===== config.mk =====
export PLATFORM = sky130hd
export DESIGN_NAME = shuffled_lehmer_random_generator_top_flat
export DESIGN_NICKNAME = d
export VERILOG_FILES = /design/src/hw/rtl/slrg_pkg.sv /design/src/hw/rtl/slrg_req_if.sv /design/src/hw/rtl/slrg_rsp_if.sv /design/src/hw/rtl/shuffled_lehmer_random_generator_top.sv /design/src/flat_wrapper.sv
export VERILOG_INCLUDE_DIRS = /design/src /design/src/hw/rtl
export SDC_FILE = /design/constraint.sdc
export NUM_CORES = 2
export LEC_CHECK = 0
export BUFFER_PORTS_ARGS = -buffer_cell sky130_fd_sc_hd__buf_2
export CORE_MARGIN = 2
export CORE_UTILIZATION = 40
export CTS_CLUSTER_SIZE = 24
export DETAILED_ROUTE_END_ITERATION = 7
export HOLD_SLACK_MARGIN = 0.02
export MAX_ROUTING_LAYER = met4
export PLACE_DENSITY = 0.67
export SETUP_SLACK_MARGIN = 0.1
export SLEW_MARGIN = 40
export SYNTH_ARGS = -nofsm -noshare
export SYNTH_HDL_FRONTEND = slang
export SYNTH_SLANG_ARGS = --single-unit

===== constraint.sdc =====
create_clock -name clock -period 13.1 [get_ports clock]
set_input_delay 1.965 -clock clock [delete_from_list [all_inputs] [get_ports clock]]
set_output_delay 1.965 -clock clock [all_outputs]
set_load 0.02 [all_outputs]

===== src/hw/rtl/shuffled_lehmer_random_generator_top_macros.svh =====
// ----------------------------------------------------------------------------
// Assertion macros for the shuffled Lehmer generator
// Concurrent assertion wrappers; they compile to nothing when SYNTH is set.
// ----------------------------------------------------------------------------
`ifndef SHUFFLED_LEHMER_RANDOM_GENERATOR_TOP_MACROS_SVH
`define SHUFFLED_LEHMER_RANDOM_GENERATOR_TOP_MACROS_SVH

`ifndef SYNTH
// Same-cycle implication.
`define SLRG_ASSERT_IMPL(lbl, clk, rst, ante, cons) \
   lbl: assert property (@(posedge clk) disable iff (rst) (ante) |-> (cons)) \
      else $error("slrg assertion failed");
// Next-cycle implication.
`define SLRG_ASSERT_NEXT(lbl, clk, rst, ante, cons) \
   lbl: assert property (@(posedge clk) disable iff (rst) (ante) |=> (cons)) \
      else $error("slrg assertion failed");
`else
`define SLRG_ASSERT_IMPL(lbl, clk, rst, ante, cons)
`define SLRG_ASSERT_NEXT(lbl, clk, rst, ante, cons)
`endif

`endif


===== src/hw/rtl/slrg_pkg.sv =====
// ----------------------------------------------------------------------------
// slrg_pkg
// Shared constants and types of the shuffled Lehmer generator.
// ----------------------------------------------------------------------------
package slrg_pkg;

   localparam int SEED_WIDTH  = 32;
   localparam int VALUE_WIDTH = 31;

   localparam int TABLE_DEPTH_DEFAULT = 32;

   // Request action codes
   localparam logic ACT_DRAW = 1'b0;
   localparam logic ACT_LOAD = 1'b1;

   // Minimal-standard multiplier and Mersenne modulus 2^31 - 1
   localparam logic [14:0] LEH_MULT = 15'd16807;
   localparam logic [30:0] LEH_MOD  = 31'h7FFF_FFFF;

   typedef enum logic [2:0] {
      ST_IDLE,
      ST_MUL,
      ST_FOLD,
      ST_DIV,
      ST_SWAP,
      ST_DONE
   } slrg_state_type;

endpackage


===== src/hw/rtl/slrg_req_if.sv =====
// ----------------------------------------------------------------------------
// slrg_req_if
// Request channel: draw or load-seed-and-draw, valid/ready handshake.
// ----------------------------------------------------------------------------
interface slrg_req_if;
   logic                                   valid;
   logic                                   ready;
   logic                                   action;
   logic signed [slrg_pkg::SEED_WIDTH-1:0] seed_value;

   modport source (output valid, output action, output seed_value, input ready);
   modport sink   (input valid, input action, input seed_value, output ready);
endinterface


===== src/hw/rtl/slrg_rsp_if.sv =====
// ----------------------------------------------------------------------------
// slrg_rsp_if
// Response channel: shuffled deviate and generator state, valid/ready.
// ----------------------------------------------------------------------------
interface slrg_rsp_if;
   logic                              valid;
   logic                              ready;
   logic [slrg_pkg::VALUE_WIDTH-1:0] random_value;
   logic [slrg_pkg::VALUE_WIDTH-1:0] new_state;

   modport source (output valid, output random_value, output new_state, input ready);
   modport sink   (input valid, input random_value, input new_state, output ready);
endinterface


===== src/hw/rtl/shuffled_lehmer_random_generator_top.sv =====
// ----------------------------------------------------------------------------
// shuffled_lehmer_random_generator_top
// Park-Miller minimal-standard generator behind a Bays-Durham shuffle table.
// ----------------------------------------------------------------------------
// Usage:
//   req_chan carries one request per transfer: action 0 draws with the stored
//   state, action 1 loads seed_value first. rsp_chan returns one transfer per
//   request with the shuffled deviate and the generator state after the draw.
//   Sequence: a plain draw steps through MUL, FOLD, DIV, SWAP and DONE before
//   its response is registered. A draw that re-seeds the table (nonpositive
//   working state, or first draw after reset) first runs the warm-up steps
//   that refill it. Requests: one at a time; req_chan.ready is high only while
//   the sequencer is idle, so a new request waits until the last draw leaves
//   DONE. The steps are set by the single shared multiply/fold unit (MUL then
//   FOLD per recurrence step), DIV to turn the index product into a table
//   address and SWAP for the table swap.
//   Reset: state returns to 1 and the shuffle register to 0, so the first draw
//   always fills the table. The table itself is not cleared.
//   Stall: the response sits in an output register; a new request is taken
//   while it waits. If a second response is ready before the first is taken,
//   the sequencer holds in its last state until the output register frees.
// ----------------------------------------------------------------------------
`include "shuffled_lehmer_random_generator_top_macros.svh"

module shuffled_lehmer_random_generator_top #(
   parameter int TABLE_DEPTH = slrg_pkg::TABLE_DEPTH_DEFAULT
) (
   input  logic              clock,
   input  logic              reset,
   slrg_req_if.sink          req_chan,
   slrg_rsp_if.source        rsp_chan
);

   localparam int VW = slrg_pkg::VALUE_WIDTH;
   localparam int SW = slrg_pkg::SEED_WIDTH;
   localparam int PW = VW + 16;                         // product width
   localparam int AW = $clog2(TABLE_DEPTH);             // table address
   localparam int QW = $clog2(TABLE_DEPTH + 1);         // index quotient
   localparam int CW = $clog2(TABLE_DEPTH + 8);         // warm-up counter
   localparam longint unsigned SHUF_DIV =
      64'd1 + 64'd2147483646 / 64'(TABLE_DEPTH);
   localparam int DL = $clog2(SHUF_DIV);                // divisor exponent
   localparam int RW = VW + 1;                          // reciprocal width
   localparam int SH = VW + DL;                         // quotient shift
   localparam int MW = VW + RW;                         // index product width
   // Rounded-up reciprocal: exact floor division for every 31-bit dividend
   localparam logic [RW-1:0] SHUF_RECIP =
      RW'(((64'd1 << SH) + SHUF_DIV - 64'd1) / SHUF_DIV);

   // Sequencer and control
   slrg_pkg::slrg_state_type state_ff, state_in;
   logic          init_ff, init_in;
   logic [CW-1:0] step_cnt_ff, step_cnt_in;
   logic          rsp_valid_ff, rsp_valid_in;

   // Architectural state
   logic [VW-1:0] gen_state_ff, gen_state_in;
   logic [VW-1:0] shuf_out_ff, shuf_out_in;

   // Shared arithmetic unit
   logic [SW-1:0] x_ff, x_in;
   logic [PW-1:0] prod_ff;
   logic [SW-1:0] fold_sum;
   logic [VW-1:0] fold_value;

   // Table index
   logic [MW-1:0] pick_prod_ff;
   logic [QW-1:0] pick_quo;
   logic [AW-1:0] idx_ff, idx_in;

   // Output payload
   logic [VW-1:0] rsp_rand_ff, rsp_rand_in;
   logic [VW-1:0] rsp_state_ff, rsp_state_in;

   // Shuffle table
   logic [VW-1:0] shuffle_mem [TABLE_DEPTH];
   logic [VW-1:0] rd_ff;
   logic [AW-1:0] table_idx;
   logic          tbl_we;
   logic [AW-1:0] tbl_waddr;
   logic [VW-1:0] tbl_wdata;
   logic          tbl_re;

   // Request decode
   logic signed [SW-1:0] work;
   logic                 need_init;
   logic                 req_fire;
   logic                 rsp_load;

   assign req_fire = req_chan.valid && req_chan.ready;

   always_comb begin
      if (req_chan.action == slrg_pkg::ACT_LOAD) begin
         work = req_chan.seed_value;
      end else begin
         work = signed'({1'b0, gen_state_ff});
      end
      need_init = work[SW-1] || (work == '0) || (shuf_out_ff == '0);
   end

   // Mersenne fold: p mod (2^31-1) = (p[30:0] + p[high]) with one subtract
   always_comb begin
      fold_sum = {1'b0, prod_ff[VW-1:0]} + SW'(prod_ff[PW-1:VW]);
      if (fold_sum >= {1'b0, slrg_pkg::LEH_MOD}) begin
         fold_value = VW'(fold_sum - {1'b0, slrg_pkg::LEH_MOD});
      end else begin
         fold_value = fold_sum[VW-1:0];
      end
   end

   // Pick index: upper bits of shuffle register times reciprocal
   assign pick_quo = QW'(pick_prod_ff >> SH);

   // Cap the index; unreachable for in-range table entries but kept safe
   assign table_idx = (pick_quo >= QW'(TABLE_DEPTH)) ? AW'(TABLE_DEPTH - 1)
                                                     : pick_quo[AW-1:0];

   // Next state
   always_comb begin
      state_in = state_ff;
      case (state_ff)
         slrg_pkg::ST_IDLE: begin
            if (req_fire) begin
               state_in = slrg_pkg::ST_MUL;
            end
         end
         slrg_pkg::ST_MUL: begin
            state_in = slrg_pkg::ST_FOLD;
         end
         slrg_pkg::ST_FOLD: begin
            if (init_ff) begin
               state_in = slrg_pkg::ST_MUL;
            end else begin
               state_in = slrg_pkg::ST_DIV;
            end
         end
         slrg_pkg::ST_DIV: begin
            state_in = slrg_pkg::ST_SWAP;
         end
         slrg_pkg::ST_SWAP: begin
            state_in = slrg_pkg::ST_DONE;
         end
         slrg_pkg::ST_DONE: begin
            if (!rsp_valid_ff || rsp_chan.ready) begin
               state_in = slrg_pkg::ST_IDLE;
            end
         end
         default: begin
            state_in = slrg_pkg::ST_IDLE;
         end
      endcase
   end

   // Outputs of the sequencer
   always_comb begin
      req_chan.ready = (state_ff == slrg_pkg::ST_IDLE);
      rsp_load       = (state_ff == slrg_pkg::ST_DONE) &&
                       (!rsp_valid_ff || rsp_chan.ready);
      tbl_re         = (state_ff == slrg_pkg::ST_SWAP);
      tbl_we         = 1'b0;
      tbl_waddr      = idx_ff;
      tbl_wdata      = gen_state_ff;
      case (state_ff)
         slrg_pkg::ST_FOLD: begin
            // Warm-up: keep only the last TABLE_DEPTH steps, highest index first
            tbl_we    = init_ff && (step_cnt_ff < CW'(TABLE_DEPTH));
            tbl_waddr = step_cnt_ff[AW-1:0];
            tbl_wdata = fold_value;
         end
         slrg_pkg::ST_SWAP: begin
            tbl_we = 1'b1;
         end
         default: begin
            tbl_we = 1'b0;
         end
      endcase
   end

   // Datapath next values
   always_comb begin
      init_in      = init_ff;
      step_cnt_in  = step_cnt_ff;
      gen_state_in = gen_state_ff;
      shuf_out_in  = shuf_out_ff;
      x_in         = x_ff;
      idx_in       = idx_ff;
      rsp_rand_in  = rsp_rand_ff;
      rsp_state_in = rsp_state_ff;
      case (state_ff)
         slrg_pkg::ST_IDLE: begin
            if (req_fire) begin
               init_in     = need_init;
               step_cnt_in = CW'(TABLE_DEPTH + 7);
               if (!need_init) begin
                  x_in = unsigned'(work);
               end else if (work[SW-1]) begin
                  x_in = unsigned'(-work);
               end else begin
                  x_in = SW'(1);
               end
            end
         end
         slrg_pkg::ST_FOLD: begin
            if (init_ff) begin
               x_in = SW'(fold_value);
               if (step_cnt_ff == '0) begin
                  // Entry 0 seeds the shuffle register; the draw step follows
                  shuf_out_in = fold_value;
                  init_in     = 1'b0;
               end else begin
                  step_cnt_in = step_cnt_ff - 1'b1;
               end
            end else begin
               gen_state_in = fold_value;
            end
         end
         slrg_pkg::ST_DIV: begin
            // Hold the capped pick address for the swap
            idx_in = table_idx;
         end
         slrg_pkg::ST_DONE: begin
            if (rsp_load) begin
               shuf_out_in  = rd_ff;
               rsp_rand_in  = rd_ff;
               rsp_state_in = gen_state_ff;
            end
         end
         default: begin
            x_in = x_ff;
         end
      endcase
      if (rsp_load) begin
         rsp_valid_in = 1'b1;
      end else if (rsp_chan.ready) begin
         rsp_valid_in = 1'b0;
      end else begin
         rsp_valid_in = rsp_valid_ff;
      end
   end

   // Control and architectural state
   always_ff @(posedge clock) begin
      if (reset) begin
         state_ff     <= slrg_pkg::ST_IDLE;
         rsp_valid_ff <= 1'b0;
         init_ff      <= 1'b0;
         gen_state_ff <= VW'(1);
         shuf_out_ff  <= '0;
      end else begin
         state_ff     <= state_in;
         rsp_valid_ff <= rsp_valid_in;
         init_ff      <= init_in;
         gen_state_ff <= gen_state_in;
         shuf_out_ff  <= shuf_out_in;
      end
   end

   // Payload registers
   always_ff @(posedge clock) begin
      step_cnt_ff  <= step_cnt_in;
      x_ff         <= x_in;
      prod_ff      <= PW'(x_ff) * PW'(slrg_pkg::LEH_MULT);
      pick_prod_ff <= MW'(shuf_out_ff) * MW'(SHUF_RECIP);
      idx_ff       <= idx_in;
      rsp_rand_ff  <= rsp_rand_in;
      rsp_state_ff <= rsp_state_in;
   end

   // Shuffle table: one write port, one registered read port (read-before-write)
   always_ff @(posedge clock) begin
      if (tbl_we) begin
         shuffle_mem[tbl_waddr] <= tbl_wdata;
      end
      if (tbl_re) begin
         rd_ff <= shuffle_mem[idx_ff];
      end
   end

   assign rsp_chan.valid        = rsp_valid_ff;
   assign rsp_chan.random_value = rsp_rand_ff;
   assign rsp_chan.new_state    = rsp_state_ff;

   // Assertions
   `SLRG_ASSERT_NEXT(a_accept_starts_step, clock, reset, req_fire, state_ff == slrg_pkg::ST_MUL)
   `SLRG_ASSERT_IMPL(a_fold_reduced, clock, reset, state_ff == slrg_pkg::ST_FOLD, fold_value < slrg_pkg::LEH_MOD)
   `SLRG_ASSERT_NEXT(a_done_holds_on_stall, clock, reset, (state_ff == slrg_pkg::ST_DONE) && rsp_valid_ff && !rsp_chan.ready, state_ff == slrg_pkg::ST_DONE)
   `SLRG_ASSERT_IMPL(a_index_in_table, clock, reset, state_ff == slrg_pkg::ST_DIV, pick_quo < QW'(TABLE_DEPTH))
   `SLRG_ASSERT_IMPL(a_rsp_from_done, clock, reset, $rose(rsp_valid_ff), $past(state_ff) == slrg_pkg::ST_DONE)

endmodule

===== src/flat_wrapper.sv =====
// flat-port wrapper written by rule: the top's interface ports become plain ports
module shuffled_lehmer_random_generator_top_flat 
#(
   parameter int TABLE_DEPTH = slrg_pkg::TABLE_DEPTH_DEFAULT
)
  (clock, reset, req_chan_valid, req_chan_action, req_chan_seed_value, req_chan_ready, rsp_chan_valid, rsp_chan_random_value, rsp_chan_new_state, rsp_chan_ready);
  slrg_req_if req_chan_i ();
  slrg_rsp_if rsp_chan_i ();
  input  logic clock;
  input  logic reset;
  input wire logic [$bits(req_chan_i.valid)-1:0] req_chan_valid;
  input wire logic [$bits(req_chan_i.action)-1:0] req_chan_action;
  input wire logic [$bits(req_chan_i.seed_value)-1:0] req_chan_seed_value;
  output wire logic [$bits(req_chan_i.ready)-1:0] req_chan_ready;
  output wire logic [$bits(rsp_chan_i.valid)-1:0] rsp_chan_valid;
  output wire logic [$bits(rsp_chan_i.random_value)-1:0] rsp_chan_random_value;
  output wire logic [$bits(rsp_chan_i.new_state)-1:0] rsp_chan_new_state;
  input wire logic [$bits(rsp_chan_i.ready)-1:0] rsp_chan_ready;
  assign req_chan_i.valid = req_chan_valid;
  assign req_chan_i.action = req_chan_action;
  assign req_chan_i.seed_value = req_chan_seed_value;
  assign req_chan_ready = req_chan_i.ready;
  assign rsp_chan_valid = rsp_chan_i.valid;
  assign rsp_chan_random_value = rsp_chan_i.random_value;
  assign rsp_chan_new_state = rsp_chan_i.new_state;
  assign rsp_chan_i.ready = rsp_chan_ready;
  shuffled_lehmer_random_generator_top #(.TABLE_DEPTH(TABLE_DEPTH)) u_core (.clock(clock), .reset(reset), .req_chan(req_chan_i), .rsp_chan(rsp_chan_i));
endmodule

After elaboration in Yosys (flattened, before gate mapping)

Memories as Yosys holds them, arrays and structs flattened. A register that Yosys moved wholly into a read port is not among the register bits.
Cells that the tools add are included.

Memory bits (read-only): 0
Register bits: 250
Output and inout bits: 64
Memories: 1
Bits in latches: 0
Bits in writable memories: 992

Equal/unequal tests: 11
Shift-type cells: 0
Bitwise logic cells: 1
$add $sub $neg: 4
Multiplexer cells: 30
$mul: 1
Reductions and logical operators: 21
Div/mod/pow operators: 0
Order comparisons: 3

Memory list:

| memory             | words | bits a word | rd ports | clocked after Yosys merged registers in | write ports | line                                       | source |
|---|---|---|---|---|---|---|---|
| u_core.shuffle_mem | 32    | 31          | 1        | 1                                       | 1           | shuffled_lehmer_random_generator_top.sv:76 | `logic [VW-1:0] shuffle_mem [TABLE_DEPTH];` |

Operators by type and width:

| kind                   | number |
|---|---|
| $mux 32                | 5 |
| $mux 31                | 5 |
| $pmux 32 s2            | 1 |
| $pmux 31 s2            | 1 |
| $mul 32x15->47 const B | 1 |
| $add 31x16->32         | 1 |
| $ge 32x31->1 const B   | 1 |
| $logic_not 32->1       | 1 |
| $neg 32->32            | 1 |
| $logic_not 31->1       | 1 |
| $sub 31x31->31 const B | 1 |
| $mux 6                 | 3 |
| $pmux 3 s6             | 1 |
| $pmux 6 s2             | 1 |
| $ne 2x1->1 const B     | 4 |
| $reduce_and 2->1       | 4 |
| $reduce_and 4->1       | 2 |
| $mux 1                 | 7 |
| $eq 3x2->1 const B     | 2 |
| $eq 3x3->1 const B     | 2 |
| $ge 5x6->1 const B     | 1 |
| $logic_not 6->1        | 1 |
| $lt 6x6->1 const B     | 1 |
| $mux 3                 | 2 |
| other kinds (13)       | 21 |

Logic depth before layout (Yosys ltp)

Depth in word-level cells: 7
Depth in mapped cells: 25
Mapped depth without buffers: 24

Worst setup path after synthesis

OpenSTA, ideal clock, no wires.

Kind: reg-to-reg
Start: reg u_core.x_ff[16]
End: reg u_core.prod_ff[35]
Setup time: 0.072 ns
Period minus slack after synthesis: 5.867 ns
Stages on the path, launching flop included: 23
Arrival time: 5.795 ns
Setup slack: 7.233 ns
Cell sequence: edfxtp_1 > inv_1 > fa_1 > inv_1 > ha_1 > inv_1 > fa_1 > inv_1 > fa_1 > fa_1 > fa_1 > ha_1 > a21o_1 > a21o_1 > a21o_1 > nor4b_1 > o311ai_0 > a21boi_0 > o21ai_0 > a211oi_1 > o21bai_1 > a21oi_1 > xnor2_1

Cells in the longest elaborated chain, start to end: 1

Ends and longest elaborated chain:

| what                   | line                                        | source |
|---|---|---|
| start, declared        | shuffled_lehmer_random_generator_top.sv:61  | `logic [SW-1:0] x_ff, x_in;` |
| start signal, assigned | shuffled_lehmer_random_generator_top.sv:261 | `x_ff <= x_in;` |
| $mul 32x15->47         | shuffled_lehmer_random_generator_top.sv:262 | `prod_ff <= PW'(x_ff) * PW'(slrg_pkg::LEH_MULT);` |
| end signal, assigned   | shuffled_lehmer_random_generator_top.sv:262 |  |
| end, declared          | shuffled_lehmer_random_generator_top.sv:62  | `logic [PW-1:0] prod_ff;` |

Every way passes these cells.
A chain may end at the register's enable or synchronous reset.

Final worst setup path

Ends and elaborated chain as after synthesis.

==> flow_metrics.env <==
export IMPL_seq_area_um2=36300
export IMPL_cts_tree="built"
export IMPL_cp_max_fo=5
export IMPL_die_area_um2=146000
export IMPL_cts_sinks=1247
export IMPL_post_cts_buffers=0
export IMPL_p_sw_share_pct=40.1
export IMPL_crit_top_cell="fa_1"
export IMPL_netlist_instances=3505
export IMPL_syn_num_nets=3893
export IMPL_clkTransAtPathRegs_ps=60
export IMPL_num_rows=138
export IMPL_tightest_slew_ps=876
export IMPL_gp_congestion=0.899
export IMPL_drive_above_1_share_pct=21.6
export IMPL_crit_arrival_ps=7270
export IMPL_irDropWorstVdd_uv=392
export IMPL_initialDrtViolationCount=3435
export IMPL_maxSlewHeadroom_pct=41.1
export IMPL_grt_antenna_before_repair=16
export IMPL_p_leak_nw=23.0
export IMPL_grt_usage_pct=21.2
export IMPL_final_cells=5676
export IMPL_status="completed"
export IMPL_wl_per_cell_um=26.4
export IMPL_multi_input_area_um2=19900
export IMPL_cts_root_buffer="clkbuf_16"
export IMPL_first_pass_iters=6
export IMPL_cts_made_buffers=132
export IMPL_combPwrFrac_pct=48.5
export IMPL_clock_latency_ps=780
export IMPL_maxCapViolCount=0
export IMPL_yosys_warnings=0
export IMPL_fin_crit_sh_pct=50.3
export IMPL_placedCellCount=5426
export IMPL_avgSynthCellArea_um2=16.4
export IMPL_finClkSkew_ps=46.3
export IMPL_cp_start_kind="register"
export IMPL_final_hold_viol_count=0
export IMPL_setup_viol=0
export IMPL_hold_buffers=0
export IMPL_crit_path_max_incr_delay_ps=550
export IMPL_pwr_density_cell_nw_per_um2=256
export IMPL_cp_data_required_time_ps=13790
export IMPL_finalSetupTns_ps=0
export IMPL_clockPowerShare_pct=22.3
export IMPL_power_frac_seq_pct=29.3
export IMPL_overflow=0
export IMPL_fillerInstances=12100
export IMPL_hpwl_um=94500
export IMPL_synth_area_um2=57400
export IMPL_routed_wl_um=150000
export IMPL_syn_to_final_growth_pct=13.6
export IMPL_grt_first_pass_wirelength_um=219000
export IMPL_vias_per_cell=5.66
export IMPL_switchingPower_w=0.00669
export IMPL_worstPathCellList="inv_1 > fa_1 > inv_1 > ha_1 > inv_1 > fa_1 > inv_1 > fa_1 > fa_1 > fa_1 > ha_1 > a21o_1 > a21o_1 > a21o_1 > nor4b_1 > o311ai_0 > a21boi_0 > o21ai_0 > a211oi_1 > o21bai_1 > a21oi_1 > xnor2_1"
export IMPL_synth_edf_count=1128
export IMPL_synthFlopType="edfxtp_1"
export IMPL_criticalPathCategory="register to register"
export IMPL_ys_async_sr_fraction_pct=0
export IMPL_cts_path_max_buffers=3
export IMPL_die_y_um=383
export IMPL_yosysTopAreaCellShare_pct=59.0
export IMPL_ys_ff_latch=1247
export IMPL_hp_class="register to register"
export IMPL_min_period_ps=6590
export IMPL_remaining_drc_errors=0
export IMPL_fmax_mhz=152
export IMPL_synth_cell_types=81
export IMPL_grt_max_degree=138
export IMPL_cp_slowest_cell="fa_1"
export IMPL_p_int_w=0.00999
export IMPL_core_area_um2=142000
export IMPL_start_util_pct=40.4
export IMPL_endpoint_kind="register"
export IMPL_p_total_w=0.0167
export IMPL_ant_nets=0
export IMPL_via_count=32100
export IMPL_cts_resized=0
export IMPL_yosys_area_top_type="edfxtp_1"
export IMPL_grt_pass1_vias=31700
export IMPL_final_max_slew_viol_count=0
export IMPL_ioPinCount=101
export IMPL_htreeDepth=4
export IMPL_synth_seq_area_share_pct=63.2
export IMPL_portBuffers=100
export IMPL_die_w_um=383
export IMPL_nNetsFinal=4061
export IMPL_grt_setup_unrepaired="false"
export IMPL_yosys_top_cells_area="edfxtp_1 (59%), mux4_2 (12%), fa_1 (4.8%)"
==> registers in the layout (all words and copies together) (netlist names) <==
register	cells
u_core.gen_state_ff	31
u_core.idx_ff	5
u_core.rd_ff	31
u_core.x_ff	32
u_core.shuffle_mem	992
u_core.step_cnt_ff	6
u_core.init_ff	1
u_core.state_ff	3
u_core.pick_prod_ff	5
u_core.rsp_chan.valid	1
u_core.shuf_out_ff	31
u_core.rsp_chan.new_state	31
u_core.rsp_chan.random_value	31
u_core.prod_ff	47
==> worst paths after layout <==
check,slack [ps],cells after the start,endpoint,startpoint
worst max-delay path,6510,22,u_core.prod_ff[35],u_core.x_ff[16]
worst min-delay path,370,0,u_core.pick_prod_ff[58],u_core.shuf_out_ff[27]
worst max register to register,6510,22,u_core.prod_ff[35],u_core.x_ff[16]
worst min register to register,370,0,u_core.pick_prod_ff[58],u_core.shuf_out_ff[27]
==> critical path, delay by kind of cell, from the launching register on <==
family | cells | cell delay (ps)
flops | 1 | 470
fa+ha+maj | 7 | 3100
xor+xnor | 1 | 130
simple gates | 1 | 270
buf+inv | 4 | 310
compound gates | 9 | 2240
==> power groups by stage <==
stage | Clock [W] | Combinational [W] | Sequential (W)
floorplan | 0 | 0.00586 | 0.00488
global placement | 0 | 0.00792 | 0.00497
detailed placement | 0 | 0.00790 | 0.00496
CTS | 0.00377 | 0.00805 | 0.00488
global route | 0.00392 | 0.00904 | 0.00489
finish | 0.00371 | 0.00809 | 0.00488
==> Yosys cell counts (43+ instances only) <==
| cell | n |
|---|---|
| nand3_1 | 47 |
| dfxtp_1 | 119 |
| edfxtp_1 | 1128 |
| a21oi_1 | 140 |
| clkbuf_1 | 108 |
| nand2_1 | 167 |
| xnor2_1 | 68 |
| o21ai_0 | 60 |
| inv_1 | 313 |
| nor3_1 | 43 |
| fa_1 | 139 |
| ha_1 | 212 |
| nor2_1 | 151 |
| mux4_2 | 310 |
==> cell type report <==
type	instances	share of cell area (%)
Timing Repair Buffer	179	1.84
Tap cell	1890	3.63
Inverter	313	1.80
Clock inverter	73	1.14
Clock buffer	167	5.48
Multi-Input combinational cell	1800	30.5
Sequential cell	1247	55.6
Antenna cell	7	0.0269
==> per-layer routing <==
| layer | up-vias | global-route usage [%] | wire [um] |
|---|---|---|---|
| met2 | 1432 | 33.2 | 72400 |
| met4 | 0 | 6.08 | 3830 |
| met5 | - | - | 0 |
| met3 | 218 | 3.52 | 12100 |
| met1 | 16600 | 28.6 | 61700 |
| li1 | 13800 | - | - |
==> metrics by stage <==
step	setup slack, ps	area [um^2]	hold WS (ps)	util (%)
2_1_floorplan	7230	57400	347	-
3_3_place_gp	6520	60700	362	42.7
3_5_place_dp	6500	60800	365	42.8
4_1_cts	6560	65100	374	45.9
5_1_grt	6150	65200	385	45.9
6_report	6510	65200	369	45.9
==> layout by cell type, fill, tap and decap left out, drive strengths merged, types with 28 or more instances in the layout <==
cell	count
clkbuf	167
inv	317
xor2	36
clkinv	54
nand3	48
nor2	151
a211oi	28
mux2	41
buf	179
fa	139
a21o	42
edfxtp	1128
nor3	44
mux4	310
nand2	168
ha	212
dfxtp	119
xnor2	68
a21oi	140
o21ai	72
==> kinds of logic (layout without fill, tap and decap cells) <==
| logic type | after synthesis | after routing | synth area share (%) |
|---|---|---|---|
| DFF | 1247 | 1247 | 63.2 |
| and+or+nand+nor | 544 | 544 | 4.49 |
| buffers and inverters | 458 | 732 | 3.02 |
| AOI/OAI and AO/OA | 430 | 430 | 4.91 |
| muxes | 371 | 371 | 13.3 |
| adders and majority gates | 351 | 351 | 9.47 |
| xor gates and xnor gates | 104 | 104 | 1.60 |
| other | 0 | 7 | 0 |
No activity file was read; power rests on OpenSTA's default activity.
